## src/mi4_fifo.sv

```systemverilog
`default_nettype none
module mi4_fifo #(
  parameter int WIDTH = 98
) (
  input  wire logic             clk,
  input  wire logic             rst,
  input  wire logic             push,
  input  wire logic [WIDTH-1:0] push_data,
  output logic                  full,
  input  wire logic             pop,
  output logic      [WIDTH-1:0] pop_data,
  output logic                  empty
);

  logic [WIDTH-1:0] slot [2];
  logic             wr_ptr;
  logic             rd_ptr;
  logic [1:0]       count;

  assign full     = (count == 2'd2);
  assign empty    = (count == 2'd0);
  assign pop_data = slot[rd_ptr];

  always_ff @(posedge clk) begin
    if (push) begin
      slot[wr_ptr] <= push_data;
    end
  end

  always_ff @(posedge clk) begin
    if (rst) begin
      wr_ptr <= 1'b0;
      rd_ptr <= 1'b0;
      count  <= 2'd0;
    end else begin
      if (push) begin
        wr_ptr <= ~wr_ptr;
      end
      if (pop) begin
        rd_ptr <= ~rd_ptr;
      end
      // count moves only when exactly one side acts
      if (push && !pop) begin
        count <= count + 2'd1;
      end else if (pop && !push) begin
        count <= count - 2'd1;
      end
    end
  end

endmodule
`default_nettype wire

```

## config.mk

```make
export PLATFORM = sky130hd
export DESIGN_NAME = mi4_fifo
export DESIGN_NICKNAME = d
export VERILOG_FILES = /design/src/mi4_fifo.sv
export SDC_FILE = /design/constraint.sdc
export NUM_CORES = 1
export LEC_CHECK = 0
export ABC_AREA = 1
export BUFFER_PORTS_ARGS = -buffer_cell sky130_fd_sc_hd__buf_2
export CAP_MARGIN = 20
export CORE_ASPECT_RATIO = 0.75
export CORE_MARGIN = 1
export CORE_UTILIZATION = 40
export DETAILED_ROUTE_END_ITERATION = 12
export GPL_TIMING_DRIVEN = 0
export PLACE_DENSITY = 0.74
export SETUP_SLACK_MARGIN = 0.15
export SLEW_MARGIN = 40
export SYNTH_ARGS = -nofsm -noshare
export SYNTH_HDL_FRONTEND = slang
export SYNTH_SLANG_ARGS = --single-unit
```

## constraint.sdc

```tcl
create_clock -name clk -period 5.2 [get_ports clk]
set_clock_uncertainty 0.05 [all_clocks]
set_input_delay 0.52 -clock clk [delete_from_list [all_inputs] [get_ports clk]]
set_output_delay 0.52 -clock clk [all_outputs]
set_load 0.1 [all_outputs]
```

# Word-level counts from Yosys, hierarchy flattened
# Memories as Yosys holds them, arrays and structs flattened. A register that Yosys moved wholly into a read port is not among the register bits.
# Cells that the tools add are included.
[totals]
regBits = 4
ram_bits = 196
output_inout_bits = 100
elab_cells = 21
mem_count = 1
[classes]
add_sub_neg = 2
n_eq_ne = 1
mux = 6
n_bitwise = 2
n_reduce_logical = 6
[memory_table]
columns = ["memory", "depth", "width", "read_ports", "rd_clocked_by_memory_dff", "write_ports", "line", "source"]
rows = [
  ["slot", 2, 98, 1, 1, 1, "15", "logic [WIDTH-1:0] slot [2];"],
]
[ops]
columns = ["operator", "n"]
rows = [
  ["two-way mux 1 bit", 4],
  ["two-way mux 2 bit", 2],
  ["adder 2 x 1 -> 2 bit, second input constant", 1],
  ["equality test 2 bit, second input constant", 1],
  ["logical AND 1 bit", 2],
  ["zero test 1 bit", 2],
  ["zero test 2 bit", 1],
  ["inverter 1 bit", 2],
  ["nonzero test 2 bit", 1],
  ["subtractor 2 x 1 -> 2 bit, second input constant", 1],
]

# Longest topological paths before layout
[logic_depth]
word_depth = 4
mapped_depth = 8

# Worst setup path before layout
# OpenSTA, ideal clock, no wires.
[synth_timing]
path_kind = "input to register"
from = "input push"
to = "memory slot[0][0], enable pin"
setup_time_ns = 0.558
arrival_ns = 4.662
path_slack_ns = -0.071
stages = 2
n_path_buf = 0
path_cell_list = "inv_1 -> nor2_1"
[synth_between]
elab_chain_len = 2
[synth_lines]
columns = ["item", "line", "source"]
rows = [
  ["from (decl)", "7", "input wire logic push,"],
  ["two-way mux 1 bit", "25", "if (push) begin"],
  ["two-way mux 1 bit (not written as such)", "26", "slot[wr_ptr] <= push_data;"],
  ["to (decl)", "15", ""],
]
# Every way passes these cells.

==> impl_metrics.py <==
metrics = {
    "outcome": {
        "outcome": "complete, no violations",
    },
    "cells_and_area": {
        "nNetsFinal": 671,
        "final_core_utilization_pct": 53.3,
        "fin_cells": 824,
        "area_of_combinational_cells_with_multiple_inputs_sq_um": 1280,
        "fillerInstances": 1418,
        "drive_above_1_share_pct": 59.6,
        "final_cell_area_sq_um": 9490,
        "synthToLayoutAreaGrowth_pct": 28.8,
        "commonest_non_fill_non_tap_cells_in_the_layout": "sky130_fd_sc_hd__buf_2 (208), sky130_fd_sc_hd__edfxtp_1 (196), sky130_fd_sc_hd__mux2_2 (78)",
        "final_common_cell": "sky130_fd_sc_hd__buf_2",
        "storage_cell_area_sq_um": 5990,
        "num_antenna_cells": 0,
    },
    "timing": {
        "slew-limit-headroom_pct": 65.2,
        "final-setup-viol-count": 0,
        "layout_min_cycle_time_ns": 2.53,
        "worst-slew-pin-transition_ns": 0.526,
        "final.hold.worst_slack_ns": 0.173,
        "finalCritPeriodShare_pct": 48.6,
        "rsz0062_at_grt": "false",
        "max_clock_freq_mhz": 396,
        "finalMaxSlewViolations": 0,
        "finalHoldViolations": 0,
        "finalSetupTns_ns": 0,
    },
    "clock_tree": {
        "clockBufferDepth": 3,
        "cts-htree-levels": 1,
        "clock-sinks": 201,
        "cts_inserted_buffers": 20,
        "clock_transition_at_the_register_clock_pins_on_the_worst_setup_and_hold_paths_after_cts_ns": 0.06,
        "clockRootBuffer": "sky130_fd_sc_hd__clkbuf_16",
        "insertion_delay_ns": 0.48,
        "post_cts_resized": 0,
        "cts_setup_buffers": 0,
        "ctsHoldBuffers": 0,
        "cts_tree": "built",
    },
    "logic_synthesis": {
        "number_of_flops_mapped_to_enable_cells_by_yosys": 196,
        "syn-num-nets": 441,
        "postSynthRegisterBits": 201,
        "synthCells": 338,
        "synth.yosys.seq_area_share_pct": 81.2,
        "syn_area_sq_um": 7370,
        "async_reset_ff_share_pct": 0,
        "yosys_warn_count": 0,
        "postSynthAreaPerCell_sq_um": 21.8,
        "synth_top_flop_cell": "sky130_fd_sc_hd__edfxtp_1",
        "yosys.cell_types.count": 16,
    },
    "routing": {
        "drtIter0Drc": 199,
        "met2RoutedLength_microns": 6520,
        "detail-route-antenna-nets": 0,
        "route.final.wire_length_microns": 13700,
        "met3_length_microns": 1140,
        "routed.top_layer": "met4",
        "detail_route.drc_violations": 0,
        "detailroute.via_count": 3845,
        "dr.pass1.iters": 4,
        "detail_route.wirelength.met1_microns": 5790,
        "via_per_inst": 4.67,
        "detail_route.wl_per_cell_microns": 16.6,
    },
    "die": {
        "die_area_sq_um": 19000,
        "die_y_microns": 120,
        "pin_count": 202,
        "core.rowCount": 42,
        "starting_density_of_the_core_pct": 41.4,
        "fp.coreArea_sq_um": 17800,
        "floorplan.die.width_microns": 159,
    },
    "power_and_ir_drop": {
        "power.static_leakage_nw": 3.65,
        "power_density_nw_per_um2": 442,
        "ir_worst_vdd_mv": 0.290,
    },
    "worst_setup_path": {
        "critical_path.slowest_cell": "sky130_fd_sc_hd__mux2_2",
        "critical_path.max_stage_delay_ns": 0.37,
        "worstSetupPathDepth": 4,
        "cp.buffers_inverters": 3,
        "critical_path.cell_chain": "buf_6 -> buf_2 -> mux2_2 -> buf_2",
        "rr_worst_depth": 3,
        "timing.critical_path.from_type": "flip-flop",
        "critPathMaxFanout": 10,
        "cp_common_cell": "sky130_fd_sc_hd__buf_2",
        "critical_path.top_delay_family": "buffers and inverters",
        "critical_path_arrival_ns": 1.96,
        "critPathRequiredTime_ns": 4.63,
        "endpoint_kind": "output pin",
        "worst-setup-path-type": "reg2out",
        "reg2reg_setup_slack_ns": 3.59,
    },
    "job": {
        "drv_cap": 0,
    },
    "grt": {
        "antenna_found_initial": 1,
        "grt_usage_pct": 14.4,
        "grt_overflow_total": 0,
        "first_global_vias": 4042,
        "grt_max_degree": 60,
        "grt_pass1_wl_microns": 21400,
    },
    "place": {
        "place_hpwl_microns": 9460,
        "post-place-cells": 788,
        "place_congestion": 0.743,
        "dpl_cell_area_sq_um": 8870,
        "placement.io_buffers": 201,
    },
    "worst_hold_path": {
        "hp-class": "in2reg",
        "worst_hold_path.num_cells": 1,
    },
}
==> synth_stat cells, drive strengths merged, types with 5 or more instances <==
cell	n	area (sq um)
nor2	7	26.3
dfxtp	5	100
buf	11	80.1
nand2	5	18.8
edfxtp	196	5890
mux2	98	1180
inv	9	33.8
==> cell families (layout without fill, tap and decap cells) <==
family                   after synthesis  in the layout  share of synthesized area, %
multiplexers                          98             98                          16.0
XOR/XNOR                               1              1                         0.119
adder cells (fa/ha/maj)                1              1                         0.170
flip-flops                           201            201                          81.2
AO/OA/AOI/OAI                          2              2                         0.136
AND/OR/NAND/NOR                       15             15                         0.832
buffers and inverters                 20            264                          1.54
==> sequential cells by signal (all words and copies together) (netlist names), named ones only <==
signal  flops
rd_ptr      1
count       2
wr_ptr      1
slot      196
==> power breakdown <==
part	total (mW)	internal [mW]	leakage, nW	switching (mW)
registers	1.89	1.87	1.88	0.0204
logic	0.957	0.201	1.46	0.756
clock network	1.34	0.780	0.309	0.562
==> path summary, 6_finish.rpt <==
check	start	end
max	flip-flop	pop_data[65]
min	push_data[20]	slot[0][20]$_DFFE_PP_
max reg2reg	wr_ptr$_SDFFE_PP0P_	slot[1][51]$_DFFE_PP_
min reg2reg	rd_ptr$_SDFFE_PP0P_	flip-flop
==> metal layers <==
metal | vias up | global-route usage (%)
li1 | 1792 | -
met1 | 1882 | 18.2
met2 | 149 | 24.1
met3 | 22 | 4.80
met4 | 0 | 3.58
met5 | - | 0
==> layout make-up <==
cell class	count	share of cell area, %
clock buffers	22	5.58
multi-input cells	117	13.5
plain buffers	11	0.844
flip-flops and latches	201	63.1
repair buffers	208	12.5
clock inverters	14	0.910
well taps	242	3.19
inverters	9	0.435
==> per-stage QoR <==
step / setup WS [ns] / power, mW
3_5_place_dp: 3.15 / 2.89
2_1_floorplan: 1.63 / 2.71
4_1_cts: 2.63 / 4.24
3_3_place_gp: 0.298 / 2.86
5_1_grt: 2.57 / 4.34
6_report: 2.67 / 4.19
(Power assumes the default switching activity.)
