--- src/mi4_pkg.sv ---
`default_nettype none
package mi4_pkg;

  // Bits of the multiplier operand consumed per multiply cycle.
  localparam int DIGIT_BITS = 8;

  typedef enum logic [2:0] {
    F_LOAD,
    F_RD_A,
    F_RD_B,
    F_CAP_B,
    F_MUL,
    F_ACC,
    F_PUSH
  } front_state_t;

  typedef enum logic [2:0] {
    B_IDLE,
    B_SETUP,
    B_CHECK,
    B_DIV,
    B_ROUND
  } back_state_t;

  // Micro-steps of one cofactor term and of the determinant update.
  typedef enum logic [1:0] {
    STEP_PAIR_POS,
    STEP_PAIR_NEG,
    STEP_MINOR,
    STEP_DET
  } step_t;

  // n-th index out of 0..3 that skips idx.
  function automatic logic [1:0] skip_index(logic [1:0] idx, logic [1:0] n);
    return n + ((n >= idx) ? 2'd1 : 2'd0);
  endfunction

endpackage
`default_nettype wire

--- src/mi4_back.sv ---
`default_nettype none
module mi4_back #(
  parameter int DATA_WIDTH = 32,
  parameter int FRAC_BITS  = 16
) (
  input  wire logic                      clk,
  input  wire logic                      rst,
  input  wire logic                      fifo_empty,
  output logic                           pop,
  input  wire logic [3*DATA_WIDTH+1:0]   pop_data,
  input  wire logic [4*DATA_WIDTH+1:0]   det,
  input  wire logic                      det_zero,
  output logic                           back_busy,
  output logic                           result_strobe,
  output logic signed [DATA_WIDTH-1:0]   inverse_value,
  output logic                           singular,
  output logic                           saturated,
  output logic                           last
);

  localparam int W   = DATA_WIDTH;
  localparam int CW  = 3 * W + 2;
  localparam int DW  = 4 * W + 2;
  localparam int QB  = W + 1;
  localparam int NW  = CW + 2 * FRAC_BITS;
  localparam int DQ  = DW + QB;
  localparam int XW  = (NW > DQ) ? NW : DQ;
  localparam int CNW = $clog2(QB);
  localparam bit ONE_SAT = (FRAC_BITS >= DATA_WIDTH - 1);
  localparam logic [W-1:0] ONE_VAL =
    ONE_SAT ? {1'b0, {(W-1){1'b1}}} : (W'(1) << FRAC_BITS);
  localparam logic [W+1:0] LIM_NEG = (W+2)'(1) << (W - 1);
  localparam logic [W+1:0] LIM_POS = LIM_NEG - (W+2)'(1);

  mi4_pkg::back_state_t bstate, bstate_next;

  logic [XW-1:0]  nm;
  logic           nneg;
  logic [DW-1:0]  dm;
  logic           qneg;
  logic           sing;
  logic           ovf;
  logic [XW-1:0]  rem;
  logic [XW-1:0]  dsh;
  logic [QB-1:0]  q;
  logic [CNW-1:0] cnt;
  logic [3:0]     k;

  logic [CW-1:0]  cmag;
  logic [DW-1:0]  dabs;
  logic           rnd;
  logic [W+1:0]   qr;
  logic [W+1:0]   lim;
  logic           sat_q;
  logic [W+1:0]   mag_o;
  logic [W-1:0]   val_q;
  logic           diag;

  always_comb begin
    cmag  = pop_data[CW-1] ? (~pop_data + 1'b1) : pop_data;
    dabs  = det[DW-1] ? (~det + 1'b1) : det;
    rnd   = ({rem, 1'b0} >= {{(XW-DW+1){1'b0}}, dm});
    qr    = {1'b0, q} + {{(W+1){1'b0}}, rnd};
    lim   = qneg ? LIM_NEG : LIM_POS;
    sat_q = ovf || (qr > lim);
    mag_o = sat_q ? lim : qr;
    val_q = qneg ? (~mag_o[W-1:0] + 1'b1) : mag_o[W-1:0];
    diag  = (k[3:2] == k[1:0]);
  end

  assign pop       = (bstate == mi4_pkg::B_IDLE) && !fifo_empty;
  assign back_busy = (bstate != mi4_pkg::B_IDLE);

  always_comb begin
    bstate_next = bstate;
    unique case (bstate)
      mi4_pkg::B_IDLE: begin
        if (!fifo_empty) begin
          bstate_next = mi4_pkg::B_SETUP;
        end
      end
      mi4_pkg::B_SETUP: begin
        bstate_next = det_zero ? mi4_pkg::B_ROUND : mi4_pkg::B_CHECK;
      end
      mi4_pkg::B_CHECK: begin
        bstate_next = (nm >= ({{(XW-DW){1'b0}}, dm} << QB)) ?
                      mi4_pkg::B_ROUND : mi4_pkg::B_DIV;
      end
      mi4_pkg::B_DIV: begin
        if (cnt == '0) begin
          bstate_next = mi4_pkg::B_ROUND;
        end
      end
      mi4_pkg::B_ROUND: bstate_next = mi4_pkg::B_IDLE;
      default:          bstate_next = mi4_pkg::B_IDLE;
    endcase
  end

  always_ff @(posedge clk) begin
    if (rst) begin
      bstate        <= mi4_pkg::B_IDLE;
      k             <= 4'd0;
      result_strobe <= 1'b0;
    end else begin
      bstate        <= bstate_next;
      result_strobe <= (bstate == mi4_pkg::B_ROUND);
      if (bstate == mi4_pkg::B_ROUND) begin
        k <= k + 4'd1;
      end
    end
  end

  // Restoring division of |cofactor| * 2^(2F) by |det|, one quotient bit a cycle.
  always_ff @(posedge clk) begin
    unique case (bstate)
      mi4_pkg::B_IDLE: begin
        nm   <= {{(XW-CW){1'b0}}, cmag} << (2 * FRAC_BITS);
        nneg <= pop_data[CW-1];
      end
      mi4_pkg::B_SETUP: begin
        dm   <= dabs;
        qneg <= nneg ^ det[DW-1];
        sing <= det_zero;
        ovf  <= 1'b0;
      end
      mi4_pkg::B_CHECK: begin
        ovf <= (nm >= ({{(XW-DW){1'b0}}, dm} << QB));
        rem <= nm;
        dsh <= {{(XW-DW){1'b0}}, dm} << (QB - 1);
        q   <= '0;
        cnt <= CNW'(QB - 1);
      end
      mi4_pkg::B_DIV: begin
        if (rem >= dsh) begin
          rem <= rem - dsh;
          q   <= {q[QB-2:0], 1'b1};
        end else begin
          q   <= {q[QB-2:0], 1'b0};
        end
        dsh <= dsh >> 1;
        cnt <= cnt - 1'b1;
      end
      mi4_pkg::B_ROUND: begin
        singular <= sing;
        last     <= (k == 4'd15);
        if (sing) begin
          inverse_value <= diag ? ONE_VAL : '0;
          saturated     <= diag && ONE_SAT;
        end else begin
          inverse_value <= val_q;
          saturated     <= sat_q;
        end
      end
      default: begin
      end
    endcase
  end

endmodule
`default_nettype wire

--- config.mk ---
export PLATFORM = sky130hd
export DESIGN_NAME = mi4_back
export DESIGN_NICKNAME = d
export VERILOG_FILES = /design/src/mi4_pkg.sv /design/src/mi4_back.sv
export SDC_FILE = /design/constraint.sdc
export NUM_CORES = 2
export LEC_CHECK = 0
export BUFFER_PORTS_ARGS = -buffer_cell sky130_fd_sc_hd__buf_2
export CORE_MARGIN = 10
export CORE_UTILIZATION = 55
export DETAILED_ROUTE_END_ITERATION = 12
export PLACE_DENSITY = 0.73
export SYNTH_ARGS = -nofsm -noshare
export SYNTH_HDL_FRONTEND = slang
export SYNTH_SLANG_ARGS = --single-unit
--- constraint.sdc ---
create_clock -name clk -period 32.6 [get_ports clk]
set_clock_uncertainty 0.2 [all_clocks]
set_input_delay 6.52 -clock clk [delete_from_list [all_inputs] [get_ports clk]]
set_output_delay 6.52 -clock clk [all_outputs]
set_load 0.005 [all_outputs]
Word-level counts from Yosys, hierarchy flattened. Index checks and enable logic that the tools add are counted.

Eq/ne operators: 9. Bitwise operators: 4. Mux-type cells: 19. Add/sub/neg operators: 7. Reductions and logical operators: 10. Order comparisons: 4.

Operators with widths (count): one-hot mux 163 bit (2 select lines) (2); greater-or-equal comparator 164 x 130 -> 1 bit (1); greater-or-equal comparator 130 x 163 -> 1 bit (1); greater-or-equal comparator 163 bit (1); 2-to-1 mux 163 bit (1); subtractor 163 bit (1); adder 130 x 1 -> 130 bit, second input constant (1); NOT 130 bit (1); 2-to-1 mux 129 bit (1); 2-to-1 mux 32 bit (4); adder 98 x 1 -> 98 bit, second input constant (1); NOT 98 bit (1); 2-to-1 mux 97 bit (1); one-hot mux 33 bit (2 select lines) (1); adder 33 x 1 -> 34 bit (1); > comparator 34 x 32 -> 1 bit (1); adder 32 x 1 -> 32 bit, second input constant (1); NOT 32 bit (1); 2-to-1 mux 17 bit (1); 2-to-1 mux 3 bit (4); one-hot mux 3 bit (4 select lines) (1); one-hot mux 6 bit (2 select lines) (1); == test 3 x 2 -> 1 bit, second input constant (2); zero test 6 bit (1); other kinds (17) (21).

Register bits after elaboration: 640. Input port bits: 232. Logic and storage cells: 72. Output and inout bits: 38.

Longest topological paths before layout.
Depth after elaboration: 9. Depth in mapped cells: 42. Depth with buffers taken out: 41.

Least setup slack after synthesis. OpenSTA, ideal clock, no wires.

Kind: register to register. From: register bstate[1]. To: register rem[0] (enable). Arrival: 18.487 ns. Stages on the path, launching flop included: 5. Clock period less this slack: 19.622 ns. Setup time: 0.935 ns. Slack: 12.978 ns. Buffers on the path: 2. Required time: 31.465 ns. Path through: dfxtp_1 clkbuf_1 nor2b_1 clkbuf_1 a21boi_0.

Cells in the longest elaborated chain, start to end: 3. Elaborated cells on any way between the ends: 5. Those cells by class: 3 x eq/ne; 2 x reduce/logical.

Ends and longest elaborated chain: start: declaration (RTL line mi4_back.sv:35) `mi4_pkg::back_state_t bstate, bstate_next;`; start signal: assignment (RTL line mi4_back.sv:101) `bstate <= mi4_pkg::B_IDLE;`; start signal: assignment (RTL line mi4_back.sv:105) `bstate <= bstate_next;`; == test 3 x 2 -> 1 bit (RTL line mi4_back.sv:115) `unique case (bstate)`; inequality test 2 bit (no line) or nonzero test 2 bit (tied branches); AND reduction 2 bit (no line) *; end signal: assignment (RTL line mi4_back.sv:128) `rem <= nm;`; end signal: assignment (RTL line mi4_back.sv:135) `rem <= rem - dsh;`; end: declaration (RTL line mi4_back.sv:43) `logic [XW-1:0] rem;`.

Every way passes the cells marked *; elsewhere a longest branch is shown, timed or not. A chain may end at the register's enable or synchronous reset.

Worst setup path in the final report.
From: input fifo_empty. To: output pop.

Cells in the longest elaborated chain, start to end: 2.

Ends and longest elaborated chain: start: declaration (RTL line mi4_back.sv:8) `input wire logic fifo_empty,`; zero test 1 bit; logical AND 1 bit (RTL line mi4_back.sv:71) `assign pop = (bstate == mi4_pkg::B_IDLE) && !fifo_empty;`; end: declaration (RTL line mi4_back.sv:9) `output logic pop,`.

Every way passes these cells.

==> metrics.txt <==
status=finished clean; grt total ovfl=0; CTS Hold Bufs=0; global-route wire length before repair=231000 µm; Pre-antenna DRT Iters=5; Slew Viols, Final=0; setup_tns=0 ns; CTS resizes=0; num rows=107; EDFF count, synth=631; n_diodes=0; post-synth top area cell=edfxtp_1; post-synthesis sequential element count=639; fraction of registers with async set/reset=0; Max-Slew Margin vs Limit=0.226; worst path required time=25.88 ns; 1st-iter DRT viols=4258; cts bufs inserted=75; final hold vios=0; CTS tree=yes; share of layout cells above drive strength 1=0.0857; clock latency on the worst-skew pair=0.65 ns; Metal-1 WL=64300 µm; most frequent cells in the layout=631 x edfxtp_1, 550 x nand2_1, 500 x o21ai_0, 428 x ha_1, 391 x inv_1; Hold Crit Class=register to register; Routed WL per cell=23.3 µm; Layout fillers=7474; die height=312 µm; largest net degree at the start of global routing=112; Cell Area, Synth=47000 µm²; Distinct cells, synth=79; final setup fails=0; peak supply drop=0.0404 mV; CP Data Arrival Time=6.83 ns; starting density of the core=0.553; Fmax=73.8 MHz; antenna violations before repair=1; Worst-path clk slew=0.06 ns; Min Clock Period, post-route=13.55 ns; placed insts=6387; clk buf depth=3; Worst-Margin Slew=1.15 ns; Synth Warn #=0; CP Class=input port to output port; top cells by area, synth=edfxtp_1 40%, ha_1 11%, xnor2_1 6.0%; root buf cell=clkbuf_16; max-cap viol count=0; fin cells=6523; Reg power frac=0.408; Seq/Total Area, Yosys=0.406; Final nets=5981; switch share=0.334; max layer used=met4; # IOs=270; core area=85000 µm²; placer congestion estimate=1.03; fin crit share=0.416; Post-Syn Instances=5153; vias in the first global route=38900; post-route ant nets=0; H-Tree Depth=3; DIE AREA=97600 µm²; hpwl dp=122000 µm; number of port buffers=269; WL met2=67900 µm; Vias/cell=6.26; critical path peak fanout=2; GRT Util Overall=0.302; met3 WL post-DR=14100 µm; Worst setup SP type=input port; die width=312 µm; RSZ-0062 raised after global routing=no; critical path endpoint category=output port; WL final=152000 µm; Post-Syn Nets=5814; Via Count=40800; Post-CTS Setup Bufs=0; share of Yosys cell area claimed by the top area cell type=0.403; Sinks on Clock Net=639; area growth from synthesis to layout=10.1%; pwr/cell area=51.9 nW/µm²; Mapped Avg Cell Area=9.13 µm²; P_leak=20.6 nW; P_sw=0.000897 W; clock network power share=0.322; commonest non-fill, non-tap cell in the layout=edfxtp_1; Synth Flop Type=edfxtp_1; Comb power frac=0.269; P_int=0.00179 W; Residual DRC=0
## worst paths after layout
path	start	to	slack (ns)	cells past startpoint
setup / recovery	fifo_empty	pop	19.05	3
hold / removal	dsh[127]	dsh[126]	0.35	2
setup reg to reg	dm[10]	inverse_value[26]	21.76	40
hold reg to reg	dsh[127]	dsh[126]	0.35	2
## cells in the mapped netlist (all sizes together), types with 67 or more instances
master,instances
xor2,99
xnor2,320
ha,428
nand2,551
nor3,98
o31ai,104
inv,391
a21o,174
a21oi,381
nand4,178
nor2,375
o21ai,500
edfxtp,631
clkbuf,204
nand3,76
nor4,67
## per-stage QoR
step / hold WS (ns) / total power [W] / setup slack (ns) / cell area, µm² / utilization
finish: 0.349 / 0.00269 / 19.05 / 51800 / 0.609
global placement: 0.329 / 0.00180 / 19.02 / 49300 / 0.580
CTS: 0.352 / 0.00268 / 19.04 / 51800 / 0.609
global route: 0.366 / 0.00280 / 19.01 / 51800 / 0.609
detailed placement: 0.338 / 0.00181 / 19.04 / 49300 / 0.580
floorplan: 0.313 / 0.00158 / 12.98 / 47000 / -
## per-layer routing
metal | vias up | GRT usage
met3 | 287 | 0.0496
met2 | 1790 | 0.475
li1 | 19200 | -
met5 | - | 0
met4 | 0 | 0.112
met1 | 19500 | 0.416
## cell families (layout without fill, tap and decap cells)
logic type	count (synthesis)	after routing	share of synthesized area
mux	12	12	0.00263
buf+inv	604	830	0.0484
xor+xnor	419	419	0.0780
flops	639	639	0.406
fa+ha+maj	429	429	0.114
simple gates	1608	1608	0.164
compound gates	1442	1442	0.187
## power by group through the flow
stage	sequential (W)	clock (W)	combinational, W
2_1_floorplan	0.00109	0	0.000490
3_3_place_gp	0.00111	0	0.000689
3_5_place_dp	0.00111	0	0.000702
4_1_cts	0.00109	0.000877	0.000708
5_1_grt	0.00110	0.000905	0.000798
6_report	0.00110	0.000866	0.000723
## area by class of cell
| type | count | area [µm²] | area share |
|---|---|---|---|
| clock buffers | 90 | 1950 | 0.0377 |
| inverters | 392 | 1470 | 0.0284 |
| clock inverters | 46 | 522 | 0.0101 |
| repair buffers | 302 | 1600 | 0.0309 |
| well taps | 1144 | 1430 | 0.0276 |
| multi-input cells | 3910 | 25700 | 0.496 |
| flip-flops and latches | 639 | 19100 | 0.369 |
## flip-flops by register name, summed over array words and instances (netlist names)
name and cells:
last 1, ovf 1, saturated 1, k 4, nm 98, singular 1
result_strobe 1, cnt 6, qneg 1, bstate 3, inverse_value 32, sing 1
dsh 162, nneg 1, rem 163, q 33, dm 130
## worst max-delay path, cell delays in order
cell and delay [ns]:
buf_2 0.11, nor2_1 0.08, buf_2 0.11
Power figures use the tool's default switching activity.
